`config.mk`:
```
export PLATFORM = sky130hd
export DESIGN_NAME = ptl_cordic
export DESIGN_NICKNAME = d
export VERILOG_FILES = /design/src/rtl/ptl_pkg.sv /design/src/rtl/ptl_cordic.sv
export SDC_FILE = /design/constraint.sdc
export NUM_CORES = 2
export LEC_CHECK = 0
export BUFFER_PORTS_ARGS = -buffer_cell sky130_fd_sc_hd__buf_2
export CAP_MARGIN = 20
export CORE_MARGIN = 5
export CORE_UTILIZATION = 60
export CTS_CLUSTER_DIAMETER = 200
export DETAILED_ROUTE_END_ITERATION = 8
export PLACE_DENSITY = 0.73
export SLEW_MARGIN = 25
export SYNTH_ARGS = -nofsm -noshare
export SYNTH_HDL_FRONTEND = slang
export SYNTH_SLANG_ARGS = --single-unit
```
`constraint.sdc`:
```
create_clock -name clk -period 5.2 [get_ports clk]
set_input_delay 0 -clock clk [delete_from_list [all_inputs] [get_ports clk]]
set_output_delay 0 -clock clk [all_outputs]
set_load 0.05 [all_outputs]
```
`src/rtl/ptl_pkg.sv`:
```
// shared constants, types and tables for the pose-from-two-landmarks pipeline
`timescale 1ns / 1ps

package ptl_pkg;

  // configuration register indexes
  typedef enum logic [2:0] {
    REG_X_OFFSET     = 3'd0,
    REG_HALF_SPACING = 3'd1,
    REG_POS_STD      = 3'd2,
    REG_HEAD_STD     = 3'd3,
    REG_X_CLIP       = 3'd4,
    REG_Y_CLIP       = 3'd5
  } cfg_reg_t;

  // register reset values
  localparam logic [12:0] X_OFFSET_RST     = 13'd3000;
  localparam logic [11:0] HALF_SPACING_RST = 12'd700;
  localparam logic [11:0] POS_STD_RST      = 12'd100;
  localparam logic [14:0] HEAD_STD_RST     = 15'd1024;
  localparam logic [12:0] X_CLIP_RST       = 13'd3200;
  localparam logic [12:0] Y_CLIP_RST       = 13'd2200;

  // unit latencies in cycles from input register to output register
  localparam int DIV_LAT      = 15;
  localparam int SQRT_STEPS   = 16;
  localparam int SQRT_LAT     = SQRT_STEPS + 1;
  localparam int CORDIC_STEPS = 16;
  localparam int CORDIC_LAT   = CORDIC_STEPS + 1;

  // whole pipeline, acceptance to output register
  localparam int PIPE_LAT = 2 + DIV_LAT + 3 + SQRT_LAT + 1 + CORDIC_LAT + 1;
  localparam int BRG_LINE = PIPE_LAT - 1;
  localparam int VAR_LINE = PIPE_LAT - 1 - (SQRT_LAT + 3);

  // largest distance to the first landmark line that can still have a solution
  localparam logic signed [16:0] DYL_MAX = 17'sd16383;

  // side data carried beside the divider
  typedef struct packed {
    logic        own;
    logic        dneg;
    logic        nf;
    logic [27:0] r0sq;
  } side_b_t;

  // side data carried beside the position root
  typedef struct packed {
    logic               own;
    logic               nf;
    logic signed [16:0] y;
    logic signed [16:0] dyl;
  } side_e_t;

  // side data carried beside the cordic
  typedef struct packed {
    logic               nf;
    logic signed [16:0] x;
    logic signed [16:0] y;
  } side_f_t;

  // arctangent of 2^-k in binary angle units
  function automatic logic [15:0] atan_tab(input int k);
    logic [15:0] v;
    case (k)
      0:       v = 16'd8192;
      1:       v = 16'd4836;
      2:       v = 16'd2555;
      3:       v = 16'd1297;
      4:       v = 16'd651;
      5:       v = 16'd326;
      6:       v = 16'd163;
      7:       v = 16'd81;
      8:       v = 16'd41;
      9:       v = 16'd20;
      10:      v = 16'd10;
      11:      v = 16'd5;
      12:      v = 16'd3;
      13:      v = 16'd1;
      14:      v = 16'd1;
      default: v = 16'd0;
    endcase
    return v;
  endfunction

endpackage

```
`src/rtl/ptl_cordic.sv`:
```
// pipelined vectoring cordic giving atan2 in 16-bit binary angle units
`timescale 1ns / 1ps

module ptl_cordic (
  input  logic               clk,
  input  logic               en,
  input  logic signed [15:0] dx,
  input  logic signed [15:0] dy,
  output logic        [15:0] angle
);

  localparam int N = ptl_pkg::CORDIC_STEPS;

  logic signed [33:0] cx_q   [N+1];
  logic signed [33:0] cy_q   [N+1];
  logic        [15:0] ang_q  [N+1];
  logic        [15:0] base_q [N+1];
  logic               lvl_q  [N+1];

  logic               neg;
  logic signed [16:0] ax;
  logic signed [16:0] ay;
  logic signed [33:0] sx [N];
  logic signed [33:0] sy [N];
  logic signed [33:0] cx_nx [N];
  logic signed [33:0] cy_nx [N];
  logic        [15:0] ang_nx [N];

  // turn a left-half vector by pi
  always_comb begin
    neg = dx[15];
    ax  = neg ? 17'sd0 - 17'(dx) : 17'(dx);
    ay  = neg ? 17'sd0 - 17'(dy) : 17'(dy);
  end

  // micro-rotations toward the x axis
  always_comb begin
    for (int i = 0; i < N; i++) begin
      sx[i] = cx_q[i] >>> i;
      sy[i] = cy_q[i] >>> i;
      if (!cy_q[i][33]) begin
        cx_nx[i]  = cx_q[i] + sy[i];
        cy_nx[i]  = cy_q[i] - sx[i];
        ang_nx[i] = ang_q[i] + ptl_pkg::atan_tab(i);
      end else begin
        cx_nx[i]  = cx_q[i] - sy[i];
        cy_nx[i]  = cy_q[i] + sx[i];
        ang_nx[i] = ang_q[i] - ptl_pkg::atan_tab(i);
      end
    end
  end

  always_ff @(posedge clk) begin
    if (en) begin
      cx_q[0]   <= 34'(ax) <<< 16;
      cy_q[0]   <= 34'(ay) <<< 16;
      ang_q[0]  <= neg ? 16'h8000 : 16'h0000;
      base_q[0] <= neg ? 16'h8000 : 16'h0000;
      lvl_q[0]  <= (dy == 16'sd0);
      for (int i = 0; i < N; i++) begin
        cx_q[i+1]  <= cx_nx[i];
        cy_q[i+1]  <= cy_nx[i];
        ang_q[i+1] <= ang_nx[i];
      end
      for (int i = 1; i <= N; i++) begin
        base_q[i] <= base_q[i-1];
        lvl_q[i]  <= lvl_q[i-1];
      end
    end
  end

  // level direction: pi for a leftward vector, else zero
  assign angle = lvl_q[N] ? base_q[N] : ang_q[N];

endmodule

```
* Word level (Yosys, flattened, before mapping)
Memories as Yosys holds them, arrays and structs flattened.
Index checks and enable logic that the tools add are counted.
Widths: inputs -> output; s select.
** Storage, ports and cells
- Register bits :: 0
- Latch bits :: 0
- Bits in writable memories :: 1717
- Memory bits (read-only) :: 0
- Input bits :: 34
- Output and inout bits :: 16
- Word-level logic and storage cells :: 189
- Memories :: 5
** Operators by class
- Add/sub/neg operators :: 97
- Multipliers :: 0
- Divide/modulo/power cells :: 0
- $lt $le $gt $ge :: 0
- Equality and inequality tests :: 0
- Shift operators :: 0
- Muxes and demuxes :: 86
- Bitwise logic cells :: 0
- Reductions and logical operators :: 1
** Memory list
- cx_q :: words 17, bits a word 34, rd ports 16, clocked after memory_dff 0, write ports 17, line ptl_cordic.sv:14 : logic signed [33:0] cx_q [N+1];
- cy_q :: words 17, bits a word 34, rd ports 16, clocked after memory_dff 0, write ports 17, line ptl_cordic.sv:15 : logic signed [33:0] cy_q [N+1];
- ang_q :: words 17, bits a word 16, rd ports 17, clocked after memory_dff 0, write ports 17, line ptl_cordic.sv:16 : logic [15:0] ang_q [N+1];
- base_q :: words 17, bits a word 16, rd ports 17, clocked after memory_dff 0, write ports 17, line ptl_cordic.sv:17 : logic [15:0] base_q [N+1];
- lvl_q :: words 17, bits a word 1, rd ports 17, clocked after memory_dff 0, write ports 17, line ptl_cordic.sv:18 : logic lvl_q [N+1];
** Operator list (count)
- $mux 34 :: 32
- $mux 16 :: 50
- $add 16x16->16 :: 16
- $sub 16x16->16 :: 16
- $add 34x19->34 :: 2
- $add 34x20->34 :: 2
- $add 34x21->34 :: 2
- $add 34x22->34 :: 2
- $add 34x23->34 :: 2
- $add 34x24->34 :: 2
- $add 34x25->34 :: 2
- $add 34x26->34 :: 2
- $add 34x27->34 :: 2
- $add 34x28->34 :: 2
- $add 34x29->34 :: 2
- $add 34x30->34 :: 2
- $add 34x31->34 :: 2
- $add 34x32->34 :: 2
- $add 34x33->34 :: 2
- $sub 34x19->34 :: 2
- $sub 34x20->34 :: 2
- $sub 34x21->34 :: 2
- $sub 34x22->34 :: 2
- $sub 34x23->34 :: 2
- 16 further kinds :: 30

* Longest topological paths before layout
- Depth in word-level cells :: 3
- Gate-level depth with buffers :: 22
- Mapped depth without buffers :: 21

* Least setup slack after synthesis
Ideal clock, no wire load.
- Kind :: flip-flop to flip-flop
- From :: memory cx_q[5][6], in the netlist cx_q[0][176]
- To :: memory cy_q[6][33], in the netlist cy_q[0][237] (data pin)
- Setup time :: 266 ps
- Arrival :: 4234 ps
- Data required time :: 4934 ps
- Path slack :: 700 ps
- Cell stages (with the launch flop) :: 18
- Buffers on the path :: 0
- Period minus slack after synthesis :: 4500 ps
- Cells stage by stage :: edfxtp_1 > inv_1 > ha_1 > nor3b_1 > nor4b_1 > a21oi_1 > xor2_1 > ha_1 > o21ai_1 > nand2b_1 > a21oi_1 > a2111o_1 > o311a_1 > o31ai_2 > nor3b_1 > nand3_1 > a311oi_1 > xor2_1
** RTL lines (line)
- start: declaration :: ptl_cordic.sv:14
- end: declaration :: ptl_cordic.sv:15

==> flow_metrics.py <==
metrics = {
    "worst_setup_path": {
        "r2r_end": "cy_q[0][338]$_DFFE_PP_",
        "max_stage_delay_ns": 0.64,
        "crit_fanout": 6,
        "crit_family": "compound AO/OA/AOI/OAI gates",
        "cp-start-kind": "flip-flop",
        "cp.arrival_ns": 5.48,
        "cpMaxStageDelayCell": "a2111oi_0",
        "path_class": "flip-flop to flip-flop",
        "worstReg2RegStart": "cx_q[0][288]$_DFFE_PP_",
        "cp-end-kind": "flip-flop",
        "r2r_slack_ns": 0.24,
        "crit_chain": "or4_1 > nor4b_2 > and2_1 > a21oi_1 > xor2_1 > ha_1 > a21o_1 > or2_2 > a2111oi_0 > o21ai_1 > nand3b_1 > a21oi_1 > o21ai_1 > nor3_1 > a311oi_1",
        "path_buf_inv": 0,
        "required_ns": 5.72,
        "worst-r2r-cell-count": 15,
    },
    "synthesis": {
        "synthTopCellsByCount": "1,026 x edfxtp_1, 963 x ha_1, 913 x nor2_1",
        "synth_xor_area_share_pct": 13.3,
        "synth_seq_cells": 1026,
        "synthSimpleGateAreaFrac_pct": 14.1,
        "netlist_instances": 9059,
        "synth_edf_count": 1026,
        "synth_area_leader_cell": "edfxtp_1",
        "synthArstFlopShare_pct": 0,
        "synth_mux_area_share_pct": 0.777,
        "syn_avg_cell_area_um2": 9.47,
        "synth_cell_types": 99,
        "synth_compound_area_share_pct": 18.3,
        "synth.most_common_cell": "edfxtp_1",
        "synth.top_cell.area_share_pct": 35.9,
        "ys.flop_type": "edfxtp_1",
        "ys.warnings.count": 0,
        "synthAdderAreaFrac_pct": 14.8,
        "synth_area_um2": 85800,
        "ys_seq_area_share_pct": 35.9,
        "synth_top_family_by_area": "compound AO/OA/AOI/OAI gates",
        "ys_top_cells_by_area": "edfxtp_1 36%, ha_1 14%, xnor2_1 8.6%",
    },
    "timing": {
        "final-hold-violation-count": 0,
        "tns_ns": 0,
        "finClkSkew_ns": 0.0329,
        "timing.final.crit_share_pct": 95.5,
        "worst_pin_slew_ns": 1.10,
        "grt_setup_unrepaired": "false",
        "drv_slew": 0,
        "max_freq_mhz": 201,
        "relSlewSlack_pct": 26.7,
        "fin_crit_ns": 4.96,
        "setup_viol": 0,
    },
    "route": {
        "via_count": 68967,
        "vias_per_cell": 6.14,
        "post-route-drc-count": 0,
        "antenna_left": 0,
        "drt-total-wl_um": 229000,
        "first_pass_iters": 7,
        "drt_iter0_drc": 5403,
        "wl_per_cell_um": 20.4,
    },
    "grt": {
        "grt_pass1_wl_um": 361000,
        "grt_max_degree": 181,
        "gr-total-overflow": 0,
        "first_global_vias": 66455,
        "grt_usage_pct": 29.4,
        "antenna_found_initial": 4,
    },
    "hold_path": {
        "hold_class": "input pin to flip-flop",
        "hold-path-endpoint": "cy_q[0][27]$_DFFE_PP_",
        "hold_path_depth": 3,
        "worstHoldStart": "dy[11]",
    },
    "die": {
        "rows": 138,
        "initial_core_util_pct": 60.5,
        "die_h_um": 388,
        "die_area_um2": 151000,
        "core_region_area_um2": 142000,
        "die-width_um": 388,
        "ios": 50,
    },
    "placement": {
        "port_buffers": 48,
        "dp_hpwl_um": 179000,
        "globalplace.congestion": 0.965,
    },
    "clock_network": {
        "cts_root_buf": "clkbuf_16",
        "clk_path_buf_depth": 3,
        "cts.clk_slew.worst_paths_ns": 0.06,
        "clock_sinks": 1026,
        "tritoncts": "yes",
        "htree_levels": 3,
        "cts_inserted_buffers": 114,
        "clk_latency_ns": 0.74,
    },
    "final_layout": {
        "drive_gt1_share_pct": 4.50,
        "nets": 10273,
        "syn_to_final_growth_pct": 8.87,
        "num-fill-cells": 11514,
    },
    "flow_run": {
        "cap_violations": 0,
    },
    "run_status": {
        "status": "finished, final reports clean",
    },
}
## through the flow
stage	util [%]	cells	worst slack (ns)	cell area (µm²)	hold WS, ns
after floorplan	-	9060	0.700	85800	0.0989
after global placement	62.6	10955	0.214	88800	0.239
after detailed placement	62.6	10955	0.0701	88800	0.241
after CTS	65.8	11228	0.0354	93400	0.146
after global routing	65.8	11228	0.0197	93400	0.235
final	65.8	11229	0.236	93400	0.240
## state kept, by name, indices dropped and copies added, names as in the netlist
name    flops
cy_q      393
ang_q     215
cx_q      385
lvl_q      17
base_q     16
## cells in the final DEF, fill, tap and decap left out, drive strengths merged, types with 97 or more instances in the layout
cell type	synthesis	layout
edfxtp	1026	1026
ha	963	963
nor2	913	913
a21oi	899	899
xnor2	839	839
inv	498	502
nand2	471	471
xor2	463	463
o21ai	448	448
a21o	340	340
nor3	267	267
buf	21	150
nor2b	134	134
nand3	132	132
o21a	131	131
clkbuf	124	129
o21bai	126	126
nand2b	124	124
a31oi	97	97
## worst max-delay path by stage
stage,from,end,cells past startpoint
floorplan,cx_q[0][176]$_DFFE_PP_,cy_q[0][237]$_DFFE_PP_,17
global placement,cx_q[0][288]$_DFFE_PP_,cy_q[0][338]$_DFFE_PP_,15
detailed placement,cx_q[0][288]$_DFFE_PP_,cy_q[0][338]$_DFFE_PP_,15
CTS,cx_q[0][288]$_DFFE_PP_,cy_q[0][338]$_DFFE_PP_,15
global route,cx_q[0][176]$_DFFE_PP_,cy_q[0][237]$_DFFE_PP_,21
finish,cx_q[0][288]$_DFFE_PP_,cy_q[0][338]$_DFFE_PP_,15
## what timing repair did
action,in CTS,in global routing
buffers inserted,0,0
hold buffers,64,0
hold endpoints to repair,115,0
setup endpoints to repair,0,6
resized for setup,0,7
## logic make-up after synthesis
group                    count (synthesis)
other                                    1
flip-flops                            1026
multiplexers                            60
adder cells (fa/ha/maj)                994
buffers and inverters                  647
AND/OR/NAND/NOR                       2528
XOR/XNOR                              1302
AO/OA/AOI/OAI                         2501
## worst min-delay path: cells and delay by family
kind	cells	cell delay (ns)
XOR/XNOR	1	0.11
buffers and inverters	2	0.68
## routing by layer
metal	share of wire, %	track usage (%)	up-vias
met5	0	0	-
met3	6.2	3.77	368
met4	3.5	9.37	0
met1	44	39.6	32962
met2	47	49.5	2129
li1	-	-	33508
## layout make-up
type	count	area [µm²]	share of cell area, %
Clock inverter	80	1060	1.14
Tap cell	1890	2360	2.53
Inverter	502	1890	2.02
Multi-Input combinational cell	7387	52600	56.3
Timing Repair Buffer	214	1780	1.91
Sequential cell	1026	30800	33.0
Antenna cell	1	2.50	0.00268
Clock buffer	129	2910	3.11
Power is left out: the tool's default activity adds up to more than one toggle a clock period on the data nets, which glitch-free logic cannot reach.
