### src/rtl/ptl_pkg.sv
// shared constants, types and tables for the pose-from-two-landmarks pipeline
`timescale 1ns / 1ps

package ptl_pkg;

  // configuration register indexes
  typedef enum logic [2:0] {
    REG_X_OFFSET     = 3'd0,
    REG_HALF_SPACING = 3'd1,
    REG_POS_STD      = 3'd2,
    REG_HEAD_STD     = 3'd3,
    REG_X_CLIP       = 3'd4,
    REG_Y_CLIP       = 3'd5
  } cfg_reg_t;

  // register reset values
  localparam logic [12:0] X_OFFSET_RST     = 13'd3000;
  localparam logic [11:0] HALF_SPACING_RST = 12'd700;
  localparam logic [11:0] POS_STD_RST      = 12'd100;
  localparam logic [14:0] HEAD_STD_RST     = 15'd1024;
  localparam logic [12:0] X_CLIP_RST       = 13'd3200;
  localparam logic [12:0] Y_CLIP_RST       = 13'd2200;

  // unit latencies in cycles from input register to output register
  localparam int DIV_LAT      = 15;
  localparam int SQRT_STEPS   = 16;
  localparam int SQRT_LAT     = SQRT_STEPS + 1;
  localparam int CORDIC_STEPS = 16;
  localparam int CORDIC_LAT   = CORDIC_STEPS + 1;

  // whole pipeline, acceptance to output register
  localparam int PIPE_LAT = 2 + DIV_LAT + 3 + SQRT_LAT + 1 + CORDIC_LAT + 1;
  localparam int BRG_LINE = PIPE_LAT - 1;
  localparam int VAR_LINE = PIPE_LAT - 1 - (SQRT_LAT + 3);

  // largest distance to the first landmark line that can still have a solution
  localparam logic signed [16:0] DYL_MAX = 17'sd16383;

  // side data carried beside the divider
  typedef struct packed {
    logic        own;
    logic        dneg;
    logic        nf;
    logic [27:0] r0sq;
  } side_b_t;

  // side data carried beside the position root
  typedef struct packed {
    logic               own;
    logic               nf;
    logic signed [16:0] y;
    logic signed [16:0] dyl;
  } side_e_t;

  // side data carried beside the cordic
  typedef struct packed {
    logic               nf;
    logic signed [16:0] x;
    logic signed [16:0] y;
  } side_f_t;

  // arctangent of 2^-k in binary angle units
  function automatic logic [15:0] atan_tab(input int k);
    logic [15:0] v;
    case (k)
      0:       v = 16'd8192;
      1:       v = 16'd4836;
      2:       v = 16'd2555;
      3:       v = 16'd1297;
      4:       v = 16'd651;
      5:       v = 16'd326;
      6:       v = 16'd163;
      7:       v = 16'd81;
      8:       v = 16'd41;
      9:       v = 16'd20;
      10:      v = 16'd10;
      11:      v = 16'd5;
      12:      v = 16'd3;
      13:      v = 16'd1;
      14:      v = 16'd1;
      default: v = 16'd0;
    endcase
    return v;
  endfunction

endpackage

### src/rtl/ptl_div.sv
// pipelined restoring divider, 15 quotient bits, one bit per stage
`timescale 1ns / 1ps

module ptl_div (
  input  logic        clk,
  input  logic        en,
  input  logic [28:0] num,
  input  logic [13:0] den,
  output logic [14:0] quo,
  output logic        big
);

  localparam int N = ptl_pkg::DIV_LAT;

  logic [13:0] rem_q [N];
  logic [14:0] low_q [N];
  logic [14:0] quo_q [N];
  logic [13:0] den_q [N];
  logic        big_q [N];

  logic [13:0] rem_in [N];
  logic [14:0] low_in [N];
  logic [14:0] quo_in [N];
  logic [13:0] den_in [N];
  logic        big_in [N];
  logic [14:0] trial  [N];
  logic [14:0] diff   [N];
  logic        take   [N];
  logic [13:0] rem_nx [N];

  // stage inputs: upper dividend bits start the remainder
  always_comb begin
    rem_in[0] = num[28:15];
    low_in[0] = num[14:0];
    quo_in[0] = '0;
    den_in[0] = den;
    big_in[0] = (num[28:15] >= den);
    for (int i = 1; i < N; i++) begin
      rem_in[i] = rem_q[i-1];
      low_in[i] = low_q[i-1];
      quo_in[i] = quo_q[i-1];
      den_in[i] = den_q[i-1];
      big_in[i] = big_q[i-1];
    end
  end

  // one trial subtraction per stage
  always_comb begin
    for (int i = 0; i < N; i++) begin
      trial[i]  = {rem_in[i], low_in[i][14]};
      diff[i]   = trial[i] - {1'b0, den_in[i]};
      take[i]   = (trial[i] >= {1'b0, den_in[i]});
      rem_nx[i] = take[i] ? diff[i][13:0] : trial[i][13:0];
    end
  end

  always_ff @(posedge clk) begin
    if (en) begin
      for (int i = 0; i < N; i++) begin
        rem_q[i] <= rem_nx[i];
        low_q[i] <= {low_in[i][13:0], 1'b0};
        quo_q[i] <= {quo_in[i][13:0], take[i]};
        den_q[i] <= den_in[i];
        big_q[i] <= big_in[i];
      end
    end
  end

  assign quo = quo_q[N-1];
  assign big = big_q[N-1];

endmodule

### config.mk
export PLATFORM = sky130hd
export DESIGN_NAME = ptl_div
export DESIGN_NICKNAME = d
export VERILOG_FILES = /design/src/rtl/ptl_pkg.sv /design/src/rtl/ptl_div.sv
export SDC_FILE = /design/constraint.sdc
export NUM_CORES = 1
export LEC_CHECK = 0
export BUFFER_PORTS_ARGS = -buffer_cell sky130_fd_sc_hd__buf_4
export CORE_MARGIN = 3
export CORE_UTILIZATION = 42
export CTS_BUF_LIST = sky130_fd_sc_hd__clkbuf_8
export DETAILED_ROUTE_END_ITERATION = 10
export PLACE_DENSITY_LB_ADDON = 0.12
export SYNTH_ARGS = -nofsm -noshare
export SYNTH_HDL_FRONTEND = slang
export SYNTH_SLANG_ARGS = --single-unit
### constraint.sdc
create_clock -name clk -period 3.8 [get_ports clk]
set_input_delay 0.76 -clock clk [delete_from_list [all_inputs] [get_ports clk]]
set_output_delay 0.76 -clock clk [all_outputs]
set_load 0.05 [all_outputs]
* Word level (Yosys, flattened, before mapping)
Memories as Yosys holds them, arrays and structs flattened.
Cells that the tools add are included.
** Operators by class
- Order comparisons :: 16
- Muxes and demuxes :: 17
- Add/sub/neg operators :: 15
** Operator list (count)
- >= comparator 15 x 14 -> 1 bit :: 15
- 2-to-1 mux 14 bit :: 15
- subtractor 14 bit :: 15
- >= comparator 14 bit :: 1
- 2-to-1 mux 1 bit :: 2
** Storage, ports and cells
- Flip-flop bits (word level) :: 0
- Output and inout bits :: 16
- Input port bits :: 45
- Memories kept :: 5
- Memory bits (writable) :: 870
- Word-level logic and storage cells :: 53
** Memory list
- quo_q :: depth 15, width 15, read ports 15, clocked after memory_dff 0, wr ports 15, RTL line ptl_div.sv:17 : logic [14:0] quo_q [N];
- den_q :: depth 15, width 14, read ports 14, clocked after memory_dff 0, wr ports 15, RTL line ptl_div.sv:18 : logic [13:0] den_q [N];
- low_q :: depth 15, width 14, read ports 14, clocked after memory_dff 0, wr ports 15, RTL line ptl_div.sv:16 : logic [14:0] low_q [N];
- rem_q :: depth 15, width 14, read ports 14, clocked after memory_dff 0, wr ports 15, RTL line ptl_div.sv:15 : logic [13:0] rem_q [N];
- big_q :: depth 15, width 1, read ports 15, clocked after memory_dff 0, wr ports 15, RTL line ptl_div.sv:19 : logic big_q [N];

* Longest topological paths before layout
Gate-level depths: netlist of run 1.
An unclocked memory read counts as a cell.
- Depth after elaboration :: 3
- Gate-level depth with buffers :: 12
- Gate-level depth less buffers :: 11

* Least setup slack after synthesis of run 1
No wires, ideal clock.
- Kind :: input to register
- From :: input port den[1]
- To :: memory rem_q[0][3] (data pin)
- Arrival :: 2.909 ns
- Buffers on the path :: 2
- Library setup time :: 0.256 ns
- Required time :: 3.544 ns
- Setup slack :: 0.635 ns
- Cell stages on the path :: 10
- Cell sequence :: inv_1 ha_1 nor2b_1 o31ai_1 a21oi_1 o41a_1 a31o_2 clkbuf_1 clkbuf_1 a31o_2
** RTL lines
- from (decl) :: RTL line ptl_div.sv:8 : input logic [13:0] den,
- to (decl) :: RTL line ptl_div.sv:15

==> metrics, run 1 <==
post-synthesis cell type count 70; Worst R2R Setup Slack 460 ps; #FFs+latches synth ~630; CP arrival around 3800 ps; crit path capture type register; fin crit period 3340 ps; Design Area, Final 35700 um2; final hold vios 0; r2r startpoint rem_q[1][28]; status completed; crit path launch type register; pin count of the biggest net entering global routing 73; total track usage between 10% and 20%; Setup Buffers After CTS 0; Post-synth ARST share 0%; port buffer count 60; Syn-to-layout area delta 12.1%; post-synthesis sequential area ratio about three fifths; maximum vdd drop ~0.25 mV; clock root buffer clkbuf_8; Initial Util around 43%; Most used DFF post-synth edfxtp_1; vias per inst 5.26; hold buffers post-CTS 0; Die ar. 79200 um2; Overall Power about 27000 uW; share of layout cells above drive strength 1 between 10% and 20%; reg2reg end rem_q[1][49]; core area roughly 75000 um2; worst relative slew slack between 20 and 30%; CTS tree done; Worst setup endpoint rem_q[1][49]; Leak Pwr 0.0143 uW; post-route ant nets 0; combinational cell fraction of total power approximately 39%; die height roughly 280 um; Placed Area ~34000 um2; Worst Hold Launch num[11]; CP max-delay cell o311ai_1; Hold Path Class primary input to register; global-route wire length before repair 100000 um; worst-path cell chain ha_1, nor2b_1, o311ai_1, a21oi_1, a21oi_1, o21bai_1, a21oi_1, buf_4, mux2_2; die width around 280 um; Syn Inst Count around 2400; routability congestion estimate between 0.9 and 1; initial antenna violation count 1; Worst path most repeated cell a21oi_1; RSZ-0062 raised after global routing no; Critical Path RT about 4200 ps; Final Max Slew Viols 0; Resized Gates After CTS 0; grt total ovfl 0; via count 19300; Reg clk slew, reported paths 60 ps; Max Freq ~0.3 GHz; crit-path max cell delay around 520 ps; clk_lat worst skew about 700 ps; Mean Syn Cell Area between 10 and 15 um2; area leader, netlist edfxtp_1; Num CTS Buffers 110; clock power share between 20% and 30%; share of the synthesized area in the top cell type between 50% and 60%; Switching Share roughly a third; Pwr per Cell Area approximately 750 nW/um2; Setup crit start rem_q[1][28]; Worst Tran Pin Value 1060 ps; clk buf depth 3; Final Cycle Share a little under 90%; post-synthesis instance area between 30000 and 40000 um2; Max Cap Violations 0; Post-synth EDFFs around 630; DP HPWL 44000 um; Total Wirelength around 62000 um; row count 100; Worst Skew 41.1 ps; Sink Count between 600 and 700; Setup Crit Path Kind register to register; top cells by area, synth edfxtp_1, ha_1, mux2_2, inv_1, a21oi_1; nets 2913; Worst Path Max Fanout 11; Crit path depth 9; Ys Warns 0; DRC errors left 0; Int Pwr 17600 uW; family with the most delay on the worst path compound AO/OA/AOI/OAI gates; setup TNS 0 ps; final setup fails 0; vias in the first global route roughly 20000; sw power ~9000 uW; Synth Net Count between 2000 and 3000; Worst Reg2Reg Path Length in Cells 9; WHS 234 ps; drt initial violations roughly 1100; Flop pwr share about two fifths; boundary pin count about 60; Bufs and invs on worst path 1; H-Tree Depth 3; Post-Layout Cell Count 3664; dpl cells approximately 3500; DR pass1 iterations 5; wire per inst between 15 and 20 um
per-layer routing:
layer / track usage (%) / wire length, um / vias up
met5: 0 / 0 / -
met4: 5.66 / 1910 / 0
met3: 2.83 / 2650 / 132
met2: 26.1 / 28500 / 390
met1: 20.7 / 28500 / 9249
li1: - / - / 9500
stage by stage:
stage               setup WS (ps)  util (%)
floorplan                     635         -
finish                        459      47.7
global placement              298      45.1
global route                  199      47.7
detailed placement            256      45.1
CTS                           490      47.7
flip-flops by register name, summed over array words and instances (netlist names):
name,flops
big_q,15
low_q,105
rem_q,196
den_q,196
quo_q,120
how the worst min path moves through the flow:
stage | cells after the start | endpoint | slack [ps]
final | 1 | low_q[0][11] | 230
after global routing | 1 | low_q[0][0] | 160
after CTS | 1 | low_q[0][6] | 130
after detailed placement | 0 | low_q[0][52] | 400
after global placement | 0 | quo_q[1][23] | 400
after floorplan | 0 | big_q[0][1] | 400
power by group through the flow:
stage / Sequential (uW) / Clock (uW) / Combinational [uW]
floorplan: 10400 / 0 / 8030
global placement: 10700 / 0 / 10100
detailed placement: 10700 / 0 / 10400
CTS: 10500 / 5870 / 10400
global route: 10700 / 6160 / 11700
finish: 10500 / 5610 / 10500
worst reg2reg max path: cells and delay by family, from the launching register on:
family                     cells  cell delay (ps)
adders and majority gates      1              330
DFF                            1              450
buffers and inverters          1              270
AOI/OAI and AO/OA              5             1530
muxes                          1              370
and+or+nand+nor                1              140
layout make-up:
type,instances,area (um2)
antenna,2,5.00
tap,969,1210
sequential,632,19000
inverter,278,1040
timing repair buffer,94,813
fill,6566,39100
clock inverter,78,427
clock buffer,111,1530
multi-input combinational,1500,11700
Yosys cell counts, types with 8 or more instances:
master / n
nand4b_1: 11
or4b_2: 10
o41ai_1: 10
a21oi_1: 142
xor2_1: 46
nor3_1: 37
nor2b_1: 32
o21bai_1: 11
nand2_1: 84
a211o_1: 9
a21o_1: 59
xnor2_1: 74
clkbuf_1: 21
nand4_1: 21
and3_1: 15
a21boi_0: 15
o21ai_0: 115
mux2i_1: 20
edfxtp_1: 632
buf_2: 9
nand2b_1: 16
a221o_1: 8
mux2_4: 8
a211oi_1: 24
mux2_2: 120
a31oi_1: 17
nor2_1: 138
fa_1: 14
o21a_1: 29
or2_2: 9
ha_1: 238
o31a_1: 11
inv_1: 278
nand3_1: 54
cell usage in the layout, fill, tap and decap left out, types with 54 or more instances in the layout:
cell type  synthesis  final
edfxtp_1         632    632
inv_1            278    309
ha_1             238    238
a21oi_1          142    141
nor2_1           138    138
mux2_2           120    120
o21ai_0          115    115
clkbuf_8           0    111
buf_4              0     85
nand2_1           84     84
xnor2_1           74     74
a21o_1            59     59
nand3_1           54     54
cells by family after synthesis:
logic type	Yosys count	synth area share (%)
buffers and inverters	309	3.70
flip-flops	632	59.6
adder cells (fa/ha/maj)	252	10.2
multiplexers	148	5.25
XOR/XNOR	120	3.30
AND/OR/NAND/NOR	456	7.14
AO/OA/AOI/OAI	524	10.8
No activity file was read; power rests on OpenSTA's default activity.
==> inputs of run 2 (changes only) <==
CORE_UTILIZATION = 35   (was 42)
SKIP_CTS_REPAIR_TIMING = 1   (was unset)
==> metrics, run 2 (synthesized netlist as in run 1, its figures left out) <==
H-Tree Depth 3 (unchanged); Leak Pwr 0.0144 uW (+0.66%); Reg clk slew, reported paths 60 ps (about the same); row count 110 (+10%); CTS tree done; Hold Path Class primary input to register; Worst Hold Launch den[5]; WL met3 3000 um (+13%); vias in the first global route 20000 (+1.5%); met1 WL 29800 um (+4.4%); family with the most delay on the worst path compound AO/OA/AOI/OAI gates; crit path launch type register; die height 308 um (+9.3%); DRC errors left 0 (unchanged); top routing layer in use met4; clock root buffer clkbuf_8; drt initial violations 1318 (+22%); Pwr per Cell Area 741 nW/um2 (-0.52%); r2r startpoint rem_q[0][28]; DR pass1 iterations 5 (unchanged); metal2 WL 30500 um (+7.0%); hold-critical path endpoint den_q[0][5]; Setup Crit Path Kind register to register; total track usage 13.9% (-1.8 points); Bufs and invs on worst path 1 (unchanged); routability congestion estimate 0.873 (-3.2%); Worst path most repeated cell o21ai_0; Overall Power 26800 uW (+0.50%); Syn-to-layout area delta 13.3%; worst relative slew slack 27.4% (-1.5 points); port buffer count 60 (unchanged); WHS 196 ps (-37.6 ps); share of layout cells above drive strength 1 14.5% (+0.18 points); core area 90100 um2 (+20%); Max Freq 0.304 GHz (+1.5%); crit-path max cell delay 570 ps (+50 ps); initial antenna violation count 1 (unchanged); biggest regs den_q x196, rem_q x196, quo_q x120; clk_lat worst skew 740 ps (+40 ps); worst slack at placement 343 ps (+87.4 ps); setup TNS 0 ps (unchanged); Die ar. 94700 um2 (+20%); final hold vios 0 (unchanged); Design Area, Final 36100 um2 (+1.0%); grt total ovfl 0 (unchanged); global-route wire length before repair 106000 um (+5.4%); CP max-delay cell a311oi_1; Worst Path Max Fanout 15 (+4); reg2reg end rem_q[0][52]; final setup fails 0 (unchanged); pin count of the biggest net entering global routing 83 (+14%); die width 308 um (+9.3%); maximum vdd drop 0.326 mV (+28%); Total Wirelength 65700 um (+6.6%); post-route setup slack 510 ps (+50.5 ps); most frequent cells in the layout edfxtp_1, inv_1, ha_1; boundary pin count 61 (unchanged); nets 2928 (+0.51%); Critical Path RT 4270 ps (+30 ps); Initial Util 35.3% (-7.2 points); clk buf depth 3 (unchanged); post-route ant nets 0 (unchanged); WHS Path Cells 1 (unchanged); Max Cap Violations 0 (unchanged); Final Cycle Share 86.6% (-1.3 points); Worst Reg2Reg Path Length in Cells 9 (unchanged); Sink Count 632 (unchanged); crit path capture type register; # fillers 8395 (+28%); Placed Area 34100 um2 (+1.0%); Worst Skew 36.5 ps (-4.57 ps); vias per inst 5.00 (-4.8%); most common cell after layout, fill and taps aside edfxtp_1; CP arrival 3760 ps (-20 ps); status completed; via count 19500 (+1.1%); RSZ-0062 raised after global routing no; worst-path cell chain ha_1, nor2b_1, o31a_1, o21ai_0, buf_4, a311oi_1, o21ai_0, nand2_1, mux2_2; DP HPWL 46800 um (+6.4%); Worst R2R Setup Slack 510 ps (+50 ps); fin crit period 3290 ps (-50.5 ps); Worst Tran Pin Value 1080 ps (+22.0 ps); wire per inst 16.9 um (+0.33%); Final Max Slew Viols 0 (unchanged); Num CTS Buffers 113 (+2.7%)
## run 2: worst max path at each step
stage,start,to,slack [ps],cells past startpoint
after floorplan,den[1],rem_q[0][3],640,10
after global placement,den[1],rem_q[0][6],390,10
after detailed placement,den[1],rem_q[0][6],340,10
after CTS,rem_q[1][56],rem_q[1][73],540,8
after global routing,rem_q[1][0],rem_q[1][15],250,8
final,rem_q[0][28],rem_q[0][52],510,9
## run 2: layer usage
metal  GRT usage (%)  vias to the layer above
met3            2.83                      149
met4            6.42                        0
met1            17.8                     9358
met2            22.7                      445
met5               0                        -
li1                -                     9532
## run 2: power by group
| part | internal [uW] | switching (uW) | leakage [uW] |
|---|---|---|---|
| combinational | 4940 | 5610 | 0.00704 |
| clock | 2840 | 2820 | 0.00117 |
| sequential | 9760 | 777 | 0.00617 |
| total | 17500 | 9210 | 0.0144 |
## run 2: cell type report
type	count	area (um2)	share of cell area (%)
Sequential cell	632	19000	52.6
Multi-Input combinational cell	1500	11700	32.5
Clock buffer	113	1560	4.31
Tap cell	1176	1470	4.08
Inverter	278	1040	2.89
Timing Repair Buffer	106	891	2.47
Clock inverter	86	430	1.19
Antenna cell	2	5.00	0.0139
## run 2: metrics by stage
step / cells / utilization (%)
after floorplan: 2441 / -
after global placement: 3692 / 37.8
after detailed placement: 3692 / 37.8
after CTS: 3891 / 40.0
after global routing: 3893 / 40.0
final: 3893 / 40.0
## run 2: worst reg2reg max path: cells and delay by family, from the launching register on
family	cells	cell delay (ps)
mux	1	410
compound gates	4	990
buf+inv	1	170
flops	1	450
simple gates	2	690
fa+ha+maj	1	320
==> inputs of run 3 (changes only) <==
ABC_AREA = 1   (was unset)
==> metrics, run 3 <==
clk buf depth 3 (unchanged); Synth Net Count 4171 (+52%); core area 102000 um2 (+14%); die width 328 um (+6.6%); most frequent cells in the layout nand2_1, inv_1, edfxtp_1; most common cell after layout, fill and taps aside nand2_1; CTS tree done; synth cell count leaders nand2_1, inv_1, edfxtp_1, ha_1, nand3_1; worst relative slew slack 47.8% (+20 points); status completed; DR pass1 iterations 5 (unchanged); routability congestion estimate 0.830 (-5.0%); crit-path max cell delay 500 ps (-70 ps); final core utilization 39.5% (-0.48 points); CP max-delay cell edfxtp_1; Syn Inst Count 3874 (+59%); Critical Path RT 4320 ps (+50 ps); WHS Path Cells 1 (unchanged); area leader, netlist edfxtp_1; Max Freq 0.401 GHz (+32%); most frequent cell after synthesis nand2_1; Sink Count 632 (unchanged); crit path capture type register; Mean Syn Cell Area 9.37 um2 (-28%); biggest regs den_q x196, rem_q x196, quo_q x120; share of layout cells above drive strength 1 10.0% (-4.5 points); setup TNS 0 ps (unchanged); Die ar. 108000 um2 (+14%); Worst Path Max Fanout 23 (+8); port buffer count 60 (unchanged); grt total ovfl 0 (unchanged); post-synthesis cell type count 42 (-40%); pin count of the biggest net entering global routing 75 (-9.6%); vias per inst 4.45 (-11%); H-Tree Depth 3 (unchanged); top cells by area, synth edfxtp_1, nand2_1, inv_1, ha_1, nand3_1; clock root buffer clkbuf_8; maximum vdd drop 0.276 mV (-15%); crit path launch type register; worst-path cell chain ha_1, nand2_1, nand2_1, inv_1, nand2_2, nand2_1, nand2_2, nand2_2, nand3_4, o21ai_1; Worst Reg2Reg Path Length in Cells 10 (+1); share of the synthesized area in the top cell type 52.3% (-7.3 points); total track usage 15.3% (+1.4 points); clk_lat worst skew 770 ps (+30 ps); Total Wirelength 81500 um (+24%); via count 24500 (+26%); wire per inst 14.8 um (-12%); #FFs+latches synth 632 (unchanged); Post-Layout Cell Count 5501 (+41%); vias in the first global route 24300 (+21%); Post-synth ARST share 0% (unchanged); final setup fails 0 (unchanged); row count 117 (+6.4%); Syn-to-layout area delta 11.5%; dpl cells 5297 (+43%); Final Max Slew Viols 0 (unchanged); Leak Pwr 0.0192 uW (+34%); Setup Crit Path Kind register to register; post-route ant nets 0 (unchanged); fin crit period 2490 ps (-795 ps); DP HPWL 62400 um (+33%); Most used DFF post-synth edfxtp_1; global-route wire length before repair 130000 um (+23%); post-synthesis sequential area ratio 52.3% (-7.3 points); initial antenna violation count 3 (+2); nets 4341 (+48%); Worst Tran Pin Value 783 ps (-302 ps); final hold vios 0 (unchanged); die height 328 um (+6.6%); Worst Skew 30.6 ps (-5.91 ps); Pwr per Cell Area 706 nW/um2 (-4.7%); storage element area 19000 um2 (unchanged); post-synthesis instance area 36300 um2 (+14%); Hold Path Class primary input to register; Initial Util 35.5% (+0.13 points); boundary pin count 61 (unchanged); multi-input logic area 13800 um2 (+18%); Reg clk slew, reported paths 60 ps (about the same); Final Cycle Share 65.7% (-21 points); Worst R2R Setup Slack 1310 ps (+800 ps); drt initial violations 1332 (+1.1%); Post-synth EDFFs 632 (unchanged); WHS 170 ps (-26.1 ps); RSZ-0062 raised after global routing no; Num CTS Buffers 113 (unchanged); CP arrival 3010 ps (-750 ps); # fillers 10300 (+23%); Max Cap Violations 0 (unchanged); Ys Warns 0 (unchanged); DRC errors left 0 (unchanged)
## run 3: layer usage
layer | wire length [um] | GRT usage, % | vias to the layer above
li1 | - | - | 12900
met1 | 40000 | 21.3 | 11000
met2 | 36000 | 24.1 | 383
met3 | 3710 | 3.05 | 129
met4 | 1750 | 4.49 | 0
met5 | 0 | 0 | -
## run 3: logic make-up (layout without fill, tap and decap cells)
logic type / count (synthesis) / after routing / synth area share, %
simple gates: 1806 / 1806 / 22.8
buf+inv: 858 / 1115 / 9.59
flops: 632 / 632 / 52.3
fa+ha+maj: 252 / 252 / 8.98
compound gates: 228 / 228 / 3.98
xor+xnor: 98 / 98 / 2.36
other cells: 0 / 2 / 0
## run 3: through the flow
stage	area [um2]	total power (uW)	setup slack, ps
after detailed placement	38400	22800	1090
after global placement	38400	22800	1080
after floorplan	36300	19800	1530
after global routing	40500	31200	1040
final	40500	28600	1310
after CTS	40500	29000	1310
## run 3: power breakdown
part           total, uW  leakage, uW  switching [uW]  internal (uW)
clock               5990      0.00117            2870           3110
combinational      11900       0.0118            7760           4160
sequential         10700      0.00619             956           9730
total              28600       0.0192           11600          17000
## run 3: path summary, 6_finish.rpt
kind                                     end    startpoint
worst max-delay path            rem_q[0][85]  rem_q[0][71]
worst min-delay path             low_q[0][5]        num[5]
worst max register to register  rem_q[0][85]  rem_q[0][71]
worst min register to register  low_q[0][95]  low_q[0][80]
## run 3: critical path, delay by kind of cell, from the launching register on
family | cells | cell delay (ps)
and+or+nand+nor | 7 | 830
DFF | 1 | 500
AOI/OAI and AO/OA | 1 | 450
adders and majority gates | 1 | 420
buffers and inverters | 1 | 70
## run 3: layout make-up
cell class	count	area share (%)
repair buffers	86	1.83
diodes	2	0.0124
clock buffers	113	3.84
inverters	827	7.67
well taps	1368	4.23
multi-input cells	2384	34.2
flip-flops and latches	632	46.9
clock inverters	89	1.33
